===== config.mk =====
export PLATFORM = sky130hd
export DESIGN_NAME = mbq_ram
export DESIGN_NICKNAME = d
export VERILOG_FILES = /design/src/mbq_ram.sv
export SDC_FILE = /design/constraint.sdc
export NUM_CORES = 1
export LEC_CHECK = 0
export ABC_CLOCK_PERIOD_IN_PS = 28300
export BUFFER_PORTS_ARGS = -buffer_cell sky130_fd_sc_hd__buf_4
export CAP_MARGIN = 20
export CORE_AREA = 3 3 567 569
export DETAILED_ROUTE_END_ITERATION = 12
export DIE_AREA = 0 0 570 572
export PLACE_DENSITY = 0.46
export SLEW_MARGIN = 20
export SYNTH_ARGS = -nofsm -noshare
export SYNTH_HDL_FRONTEND = slang
export SYNTH_SLANG_ARGS = --single-unit

===== constraint.sdc =====
create_clock -name clk -period 28.3 [get_ports clk]
set_input_delay 4.245 -clock clk [delete_from_list [all_inputs] [get_ports clk]]
set_output_delay 4.245 -clock clk [all_outputs]
set_load 0.05 [all_outputs]

===== src/mbq_ram.sv =====
// Generic single-port-write, registered-read RAM.
`timescale 1ns / 1ps

module mbq_ram #(
  parameter int WIDTH = 240,
  parameter int DEPTH = 8
) (
  input  logic                                      clk,
  input  logic                                      wr_en,
  input  logic [((DEPTH > 1) ? $clog2(DEPTH) : 1)-1:0] wr_addr,
  input  logic [WIDTH-1:0]                          wr_data,
  input  logic                                      rd_en,
  input  logic [((DEPTH > 1) ? $clog2(DEPTH) : 1)-1:0] rd_addr,
  output logic [WIDTH-1:0]                          rd_data
);

  logic [WIDTH-1:0] mem [DEPTH];

  always_ff @(posedge clk) begin
    if (wr_en) begin
      mem[wr_addr] <= wr_data;
    end
    if (rd_en) begin
      rd_data <= mem[rd_addr];
    end
  end

endmodule


==> impl_metrics.tcl <==
set metrics [dict create \
    ant_nets 0 \
    fp.coreArea_um2 317000 \
    place_congestion 0.672 \
    syn-num-nets 3276 \
    maxSlewHeadroom_pct 31.2 \
    worst-path-stages 9 \
    drive_gt1_share_pct 41.8 \
    status "finished clean" \
    ys_types 11 \
    antenna_found_initial 26 \
    place_inst 7633 \
    cts_sinks 2160 \
    postRouteWirelength_um 187000 \
    ir_worst_vdd_v 0.0000461 \
    post-route-util_pct 30.2 \
    holdBufCountCts 0 \
    path_class "input pin to flip-flop" \
    globalRouteTotalUtil_pct 11.2 \
    avgViaCountPerCell 4.22 \
    end_kind "flip-flop" \
    fillers 30400 \
    start_kind "input pin" \
    synth_seq_cells 2160 \
    htreeDepth 4 \
    grt.overflow.total 0 \
    grt_pass1_wl_um 269000 \
    drc_errors 0 \
    critPathMaxFanout 63 \
    final_area_um2 95700 \
    required_ns 28.88 \
    multiInputGateArea_um2 13600 \
    grt_max_degree 109 \
    setup_violations 0 \
    layout_common_cells "edfxtp_1, buf_4, mux4_2, clkbuf_16, mux2_2" \
    clk_path_buf_depth 4 \
    worst_path_most_repeated_cell "buf_4" \
    start_util_pct 24.9 \
    numPortBuffers 488 \
    drtIter0Drc 2277 \
    cts_inserted_buffers 237 \
    rsz0062_at_grt "no" \
    placementRows 207 \
    place_area_um2 88100 \
    area_growth_pct 20.9 \
    seq_area_um2 64900 \
    post-cts-setup-buffer-count 0 \
    drv_slew 0 \
    die_h_um 572 \
    hold_slack_ns 0.714 \
    syn-cell-area_um2 79200 \
    postSynthAreaPerCell_um2 26.1 \
    crit_family "buffers and inverters" \
    vias 34100 \
    fin_crit_ns 9.60 \
    cts_tree "built" \
    hp-class "flip-flop to flip-flop" \
    clockRootBuffer "clkbuf_16" \
    path_clk_slew_ns 0.07 \
    syn_inst 3027 \
    post-route-period-util_pct 33.9 \
    pwr_density_cell_nw_per_um2 74.7 \
    final_common_cell "edfxtp_1" \
    grt_pass1_vias 36600 \
    place_hpwl_um 100000 \
    rr_worst_depth 2 \
    setup-tns-final_ns 0 \
    instances_no_fill 8074 \
    wl_per_cell_um 23.2 \
    die_x_um 570 \
    maxCapViolations 0 \
    insertion_delay_ns 0.87 \
    slowest_delay_ns 0.85 \
    dieArea_um2 326000 \
    tightest_slew_ns 1.03 \
    hold_path_depth 2 \
    cellLeakagePower_nw 30.3 \
    ios 489 \
    cp_cell_sequence "buf_8 > buf_4 > buf_4 > buf_4 > buf_4 > buf_4 > buf_4 > mux4_2 > mux2_2" \
    worst-endpoint-arrival_ns 10.17 \
    path_buf_inv 7 \
    cpMaxStageDelayCell "buf_4" \
    fmaxAchievable_ghz 0.104 \
    ys_warn_count 0 \
    skew_ns 0.0448 \
    finalHoldViolations 0 \
    final_nets 3941 \
    cts_resized 0 \
    dr.pass1.iters 5 \
    yosysSeqAreaShare_pct 81.9 \
]
-- cell type report --
cell class / count / area share (%)
Tap cell: 4180 / 5.47
Clock inverter: 156 / 1.48
Clock buffer: 279 / 6.45
Sequential cell: 2160 / 67.8
Timing Repair Buffer: 560 / 4.54
Multi-Input combinational cell: 733 / 14.2
Antenna cell: 6 / 0.0157
-- flip-flops by register name (all words and copies together) (netlist names) --
name / flops
rd_data: 240
mem: 1920
-- synthesized netlist by cell type --
| cell type | n | area, um2 |
|---|---|---|
| buf_1 | 12 | 45.0 |
| buf_6 | 23 | 259 |
| nand2b_1 | 3 | 18.8 |
| edfxtp_1 | 2160 | 64900 |
| nand2_1 | 2 | 7.51 |
| nor3_1 | 2 | 10.0 |
| mux2_2 | 240 | 2700 |
| nor2_1 | 6 | 22.5 |
| mux4_2 | 480 | 10800 |
| buf_2 | 33 | 165 |
| clkbuf_1 | 66 | 248 |
-- where the power goes --
| group | switching (mW) | total, mW | internal, mW |
|---|---|---|---|
| clock network | 1.25 | 3.00 | 1.75 |
| registers | 0.0310 | 3.69 | 3.66 |
| logic | 0.284 | 0.463 | 0.179 |
-- stage by stage --
| stage | worst slack (ns) | power [mW] |
|---|---|---|
| floorplan | 6.44 | 4.05 |
| global placement | 17.45 | 4.23 |
| detailed placement | 17.46 | 4.23 |
| CTS | 18.42 | 7.28 |
| global route | 17.96 | 7.43 |
| finish | 18.70 | 7.15 |
-- worst paths after layout --
check,slack (ns),end,startpoint
worst max-delay path,18.70,rd_data[179],rd_addr[0]
worst min-delay path,0.71,rd_data[219],mem[7][219]
worst max register to register,26.89,rd_data[96],mem[0][96]
worst min register to register,0.71,rd_data[219],mem[7][219]
-- kinds of logic (layout without fill, tap and decap cells) --
logic type             Yosys count  in the layout  share of synthesized area [%]
muxes                          720            720                           17.1
DFF                           2160           2160                           81.9
and+or+nand+nor                 13             13                         0.0743
buffers and inverters          134            995                          0.906
other                            0              6                              0
-- worst register-to-register path, cell delays in order, from the launching register on --
cell      delay [ns]
edfxtp_1        0.39
mux4_2          0.47
mux2_2          0.30
-- layer usage --
| layer | wire length (um) | GRT usage [%] | vias up | part of all wire, % |
|---|---|---|---|---|
| met5 | 253 | 0 | - | 0.14 |
| met4 | 4390 | 3.01 | 36 | 2.3 |
| met3 | 11300 | 2.97 | 296 | 6.0 |
| met2 | 90000 | 18.4 | 741 | 48 |
| met1 | 81000 | 14.7 | 18600 | 43 |
| li1 | - | - | 14500 | - |
Note: power is estimated with default switching activity, not from simulation.
