File: src/mbq_pkg.sv
// Types, constants and the per-form micro-op program of the biquad unit.
`timescale 1ns / 1ps

package mbq_pkg;

  localparam int CHAN_BITS    = 3;
  localparam int CFG_IDX_BITS = 3;
  localparam int COEF_BITS    = 32;
  localparam int CHUNK_BITS   = 32;
  localparam int FRAC_BITS    = 28;
  localparam int STEP_BITS    = 3;

  localparam logic signed [COEF_BITS-1:0] COEF_UNITY = 32'sh1000_0000;

  // slot order of one channel's state row
  localparam int SLOT_X1 = 0;
  localparam int SLOT_X2 = 1;
  localparam int SLOT_Y1 = 2;
  localparam int SLOT_Y2 = 3;
  localparam int SLOT_W1 = 4;
  localparam int SLOT_W2 = 5;
  localparam int SLOTS   = 6;

  typedef enum logic [CFG_IDX_BITS-1:0] {
    REG_FORM = 3'd0,
    REG_B0   = 3'd1,
    REG_B1   = 3'd2,
    REG_B2   = 3'd3,
    REG_A1   = 3'd4,
    REG_A2   = 3'd5
  } cfg_reg_t;

  typedef enum logic [1:0] {
    FORM_DF1  = 2'd0,
    FORM_DF2  = 2'd1,
    FORM_DF1T = 2'd2,
    FORM_DF2T = 2'd3
  } form_t;

  typedef enum logic [3:0] {
    SRC_ZERO, SRC_X, SRC_X1, SRC_X2, SRC_Y1, SRC_Y2, SRC_W1, SRC_W2, SRC_W, SRC_Y
  } src_t;

  typedef enum logic [2:0] {
    COEF_B0, COEF_B1, COEF_B2, COEF_A1, COEF_A2, COEF_ONE
  } coef_t;

  typedef enum logic [2:0] {
    DST_NONE, DST_W, DST_Y, DST_YOUT, DST_X1, DST_X2, DST_W1, DST_W2
  } dst_t;

  // one product term; first preloads the sum with the addend, dst closes the sum
  typedef struct packed {
    logic  first;
    src_t  add_src;
    src_t  mul_src;
    coef_t coef;
    dst_t  dst;
    logic  done;
  } uop_t;

  typedef struct packed {
    logic mul_en;
    logic pacc_en;
    logic pacc_first;
    logic add_en;
    logic add_first;
  } mac_ctrl_t;

  function automatic uop_t mk(input logic first, input src_t a, input src_t m,
                              input coef_t c, input dst_t d, input logic done);
    uop_t u;
    u.first   = first;
    u.add_src = a;
    u.mul_src = m;
    u.coef    = c;
    u.dst     = d;
    u.done    = done;
    return u;
  endfunction

  function automatic uop_t prog(input form_t f, input logic [STEP_BITS-1:0] step);
    uop_t u;
    u = mk(1'b1, SRC_ZERO, SRC_ZERO, COEF_ONE, DST_NONE, 1'b1);
    unique case (f)
      FORM_DF1: begin
        unique case (step)
          3'd0: u = mk(1'b1, SRC_ZERO, SRC_X,  COEF_B0, DST_NONE, 1'b0);
          3'd1: u = mk(1'b0, SRC_ZERO, SRC_X1, COEF_B1, DST_NONE, 1'b0);
          3'd2: u = mk(1'b0, SRC_ZERO, SRC_X2, COEF_B2, DST_NONE, 1'b0);
          3'd3: u = mk(1'b0, SRC_ZERO, SRC_Y1, COEF_A1, DST_NONE, 1'b0);
          3'd4: u = mk(1'b0, SRC_ZERO, SRC_Y2, COEF_A2, DST_Y,    1'b1);
          default: ;
        endcase
      end
      FORM_DF2: begin
        unique case (step)
          3'd0: u = mk(1'b1, SRC_X,    SRC_W1, COEF_A1, DST_NONE, 1'b0);
          3'd1: u = mk(1'b0, SRC_ZERO, SRC_W2, COEF_A2, DST_W,    1'b0);
          3'd2: u = mk(1'b1, SRC_ZERO, SRC_W,  COEF_B0, DST_NONE, 1'b0);
          3'd3: u = mk(1'b0, SRC_ZERO, SRC_W1, COEF_B1, DST_NONE, 1'b0);
          3'd4: u = mk(1'b0, SRC_ZERO, SRC_W2, COEF_B2, DST_YOUT, 1'b1);
          default: ;
        endcase
      end
      FORM_DF1T: begin
        unique case (step)
          3'd0: u = mk(1'b1, SRC_X,    SRC_W2, COEF_ONE, DST_W,    1'b0);
          3'd1: u = mk(1'b1, SRC_X2,   SRC_W,  COEF_B0,  DST_YOUT, 1'b0);
          3'd2: u = mk(1'b1, SRC_X1,   SRC_W,  COEF_B1,  DST_X2,   1'b0);
          3'd3: u = mk(1'b1, SRC_ZERO, SRC_W,  COEF_B2,  DST_X1,   1'b0);
          3'd4: u = mk(1'b1, SRC_W1,   SRC_W,  COEF_A1,  DST_W2,   1'b0);
          3'd5: u = mk(1'b1, SRC_ZERO, SRC_W,  COEF_A2,  DST_W1,   1'b1);
          default: ;
        endcase
      end
      FORM_DF2T: begin
        unique case (step)
          3'd0: u = mk(1'b1, SRC_X2,   SRC_X, COEF_B0, DST_Y,    1'b0);
          3'd1: u = mk(1'b1, SRC_X1,   SRC_X, COEF_B1, DST_NONE, 1'b0);
          3'd2: u = mk(1'b0, SRC_ZERO, SRC_Y, COEF_A1, DST_X2,   1'b0);
          3'd3: u = mk(1'b1, SRC_ZERO, SRC_X, COEF_B2, DST_NONE, 1'b0);
          3'd4: u = mk(1'b0, SRC_ZERO, SRC_Y, COEF_A2, DST_X1,   1'b1);
          default: ;
        endcase
      end
    endcase
    return u;
  endfunction

endpackage

File: src/mbq_mac.sv
// Shared chunked multiplier with Q28 truncation and sum accumulator.
`timescale 1ns / 1ps

module mbq_mac #(
  parameter int VW    = 40,
  parameter int NCH   = 2,
  parameter int ACC_W = 48
) (
  input  logic                                  clk,
  input  mbq_pkg::mac_ctrl_t                    ctrl,
  input  logic [((NCH > 1) ? $clog2(NCH) : 1)-1:0] chunk_sel,
  input  logic signed [VW-1:0]                  opnd,
  input  logic signed [mbq_pkg::COEF_BITS-1:0]  coef,
  input  logic signed [VW-1:0]                  addend,
  output logic signed [ACC_W-1:0]               sum
);
  import mbq_pkg::*;

  localparam int KW   = (NCH > 1) ? $clog2(NCH) : 1;
  localparam int PADW = NCH * CHUNK_BITS;
  localparam int MW   = CHUNK_BITS + 1 + COEF_BITS;
  localparam int PW   = PADW + CHUNK_BITS + 1;

  logic signed [PADW-1:0]       opnd_pad;
  logic [CHUNK_BITS-1:0]        chunk;
  logic                         top;
  logic signed [CHUNK_BITS:0]   mul_a;
  logic signed [MW-1:0]         mul_r;
  logic signed [PW-1:0]         prod_r;
  logic signed [ACC_W-1:0]      term;
  logic signed [ACC_W-1:0]      base;
  logic signed [ACC_W-1:0]      acc_r;

  assign opnd_pad = PADW'(opnd);
  assign chunk    = opnd_pad[chunk_sel*CHUNK_BITS +: CHUNK_BITS];
  assign top      = (chunk_sel == KW'(NCH - 1));
  // lower chunks are unsigned, the top chunk carries the sign
  assign mul_a    = $signed({top & chunk[CHUNK_BITS-1], chunk});

  always_ff @(posedge clk) begin
    if (ctrl.mul_en) begin
      mul_r <= mul_a * coef;
    end
    if (ctrl.pacc_en) begin
      prod_r <= ctrl.pacc_first ? PW'(mul_r) : (prod_r <<< CHUNK_BITS) + PW'(mul_r);
    end
    if (ctrl.add_en) begin
      acc_r <= sum;
    end
  end

  assign term = ACC_W'(prod_r >>> FRAC_BITS);
  assign base = ctrl.add_first ? ACC_W'(addend) : acc_r;
  assign sum  = base + term;

endmodule

File: config.mk
export PLATFORM = sky130hd
export DESIGN_NAME = mbq_mac
export DESIGN_NICKNAME = d
export VERILOG_FILES = /design/src/mbq_pkg.sv /design/src/mbq_mac.sv
export SDC_FILE = /design/constraint.sdc
export NUM_CORES = 2
export LEC_CHECK = 0
export ABC_AREA = 1
export BUFFER_PORTS_ARGS = -buffer_cell sky130_fd_sc_hd__clkbuf_2
export CAP_MARGIN = 20
export CORE_UTILIZATION = 35
export CTS_BUF_LIST = sky130_fd_sc_hd__clkbuf_16
export DETAILED_ROUTE_END_ITERATION = 8
export PLACE_DENSITY = 0.58
export SYNTH_ARGS = -nofsm -noshare
export SYNTH_HDL_FRONTEND = slang
export SYNTH_SLANG_ARGS = --single-unit
File: constraint.sdc
create_clock -name clk -period 16.1 [get_ports clk]
set_clock_uncertainty 0.1 [all_clocks]
set_input_delay 0.805 -clock clk [delete_from_list [all_inputs] [get_ports clk]]
set_output_delay 0.805 -clock clk [all_outputs]
set_load 0.02 [all_outputs]
==> flow_summary.toml <==
[global_routing]
grt.overflow.total = 0
grt_max_degree = 63
grt_util_all_layers_pct = 26.0
grt_pass1_wl_mm = 288
grt_pass1_vias = 45649
antenna_found_initial = 1

[final_layout]
fillers = 15455
layout.nets = 8067
syn2layout_area_growth_pct = 6.79
drive_gt1_share_pct = 6.10

[setup_path]
cp_common_cell = "fa_1"
slowest_delay_ns = 1.06
cp.buffers_inverters = 11
worstSetupPathType = "input port to register"
arrival_ns = 10.16
cp_slowest_cell = "fa_1"
critPathCaptureType = "register"
cp_top_family = "adder cells"
cp_max_fo = 25
crit_path_start_kind = "input port"
required_ns = 16.26

[drt]
final_antenna_net_count = 0
drt_iter0_markers = 3494
drt_first_pass_iters = 7
drc = 0
wl_mm = 192
viasPerCell = 5.06
routedWlPerCell_um = 22.6
vias = 43035

[sta]
min_period_ns = 10.01
setup_tns_ns = 0
setup_viol = 0
worst_slew_pin_slew_ns = 1.06
hold_violations = 0
max_freq_ghz = 0.0999
max-slew-margin-rel_pct = 29.0
rsz0062_at_grt = "no"
min_period_over_period_pct = 62.2
slew_viol_final = 0

[flow_run]
drv_cap = 0

[synth]
yosysUniqueCellTypes = 41
netlist_area_um2 = 52000
syn_inst = 6494
synth-seq-cells = 189
syn_area_per_cell_um2 = 8.01
yosysSeqAreaShare_pct = 10.9
syn_nets = 8003
yosysWarnings = 0

[place]
io_buffers = 166
gp_congestion = 0.999
dp_hpwl_mm = 159

[status]
status = "finished clean"

[floorplan]
die_w_um = 388
die_h_um = 388
rows = 141
core_area_um2 = 148000
dieArea_um2 = 150000
initial_utilization_pct = 35.2
top_level_ports = 167

[clocking]
cts_setup_buffers = 0
clock_latency_ns = 0.51
htree_num_levels = 4
hold_buffers = 0
cts-resized-gates = 0
cts_root_buffer = "clkbuf_16"
cts_made_buffers = 17
path_clk_slew_ns = 0.08
cts_sinks = 189
cts_buffer_depth = 2
tritoncts = "done"

[worst_hold_path]
hp-class = "register to register"
==> stage by stage <==
step / setup WS (ns) / cells / instance area (µm²) / utilization [%] / hold WS, ns
after CTS: 6.06 / 8501 / 55600 / 37.6 / 0.313
after detailed placement: 5.56 / 8469 / 55000 / 37.2 / 0.305
after global routing: 5.71 / 8501 / 55600 / 37.6 / 0.319
after floorplan: 7.77 / 6494 / 52000 / - / 0.300
final: 6.09 / 8502 / 55600 / 37.6 / 0.309
after global placement: 5.55 / 8469 / 55000 / 37.2 / 0.302
==> cells in the mapped netlist (all sizes together) <==
cell type  count  share of area, %
xor2          57              0.96
or2           28              0.34
inv         1541                11
a21o           9              0.13
nand3b        17              0.25
nand3        185               1.8
xnor2         22              0.37
mux2          38              0.82
clkinv         8             0.058
o31ai          1             0.014
nand2       1536                11
nand4         46              0.55
a21oi        203               2.3
and2           1             0.012
o211ai         3             0.053
o21ai        108               1.0
ha           276               6.6
nor3          21              0.23
a21boi         1             0.014
nor2         870               6.3
clkbuf       114              0.82
buf           75              0.84
a31oi          4             0.048
o21bai        24              0.35
edfxtp       189                11
nor4           3             0.036
fa          1114                43
==> placed cells by master (no fill, tap or decap), drive strengths merged <==
cell type	count
o21ai	108
nor4	3
or2	28
and2	1
edfxtp	189
nor3	21
ha	276
mux2	38
nor2	870
o211ai	3
diode	1
bufinv	1
nand3b	17
nand2	1536
o31ai	1
fa	1114
buf	70
a21oi	203
xnor2	22
o21bai	24
a21boi	1
clkbuf	181
a31oi	4
inv	1548
clkinv	15
xor2	57
a21o	9
nand3	185
nand4	46
==> final cells by class <==
type                       instances  area [µm²]  share of cell area (%)
antenna                            1        2.50                 0.00450
tap                             1930        2410                    4.35
timing repair buffer             234        1340                    2.42
clock buffer                      17         425                   0.766
clock inverter                    15         180                   0.324
multi-input combinational       4567       39700                    71.5
sequential                       189        5680                    10.2
inverter                        1549        5810                    10.5
==> cell families (layout without fill, tap and decap cells) <==
group	after synthesis	in the layout	share of synthesized area, %
AO/OA/AOI/OAI	353	353	3.94
XOR/XNOR	79	79	1.33
adder cells (fa/ha/maj)	1390	1390	49.5
buffers and inverters	1738	1815	12.8
flip-flops	189	189	10.9
multiplexers	38	38	0.822
other	0	1	0
AND/OR/NAND/NOR	2707	2707	20.7
==> routing by layer <==
layer  wire [µm]  track usage [%]  up-vias
met5           0                0        -
met4        9700             11.4        0
met3       14700             4.06      386
met2       88800             42.7     1850
met1       79000             33.9    21613
li1            -                -    19186
==> worst paths after layout <==
check                           startpoint    endpoint  slack (ns)  depth (start not counted)
worst max-delay path             chunk_sel   mul_r[53]        6.09                         30
worst min-delay path             mul_r[11]  prod_r[11]        0.31                          0
worst max register to register  prod_r[28]   acc_r[18]       12.82                         10
worst min register to register   mul_r[11]  prod_r[11]        0.31                          0
==> state kept, by name, summed over array words and instances, names as in the netlist <==
signal / cells
acc_r: 48
mul_r: 65
prod_r: 76
Power is left out: the tool's default activity adds up to more than one toggle a clock period on the data nets, which glitch-free logic cannot reach.
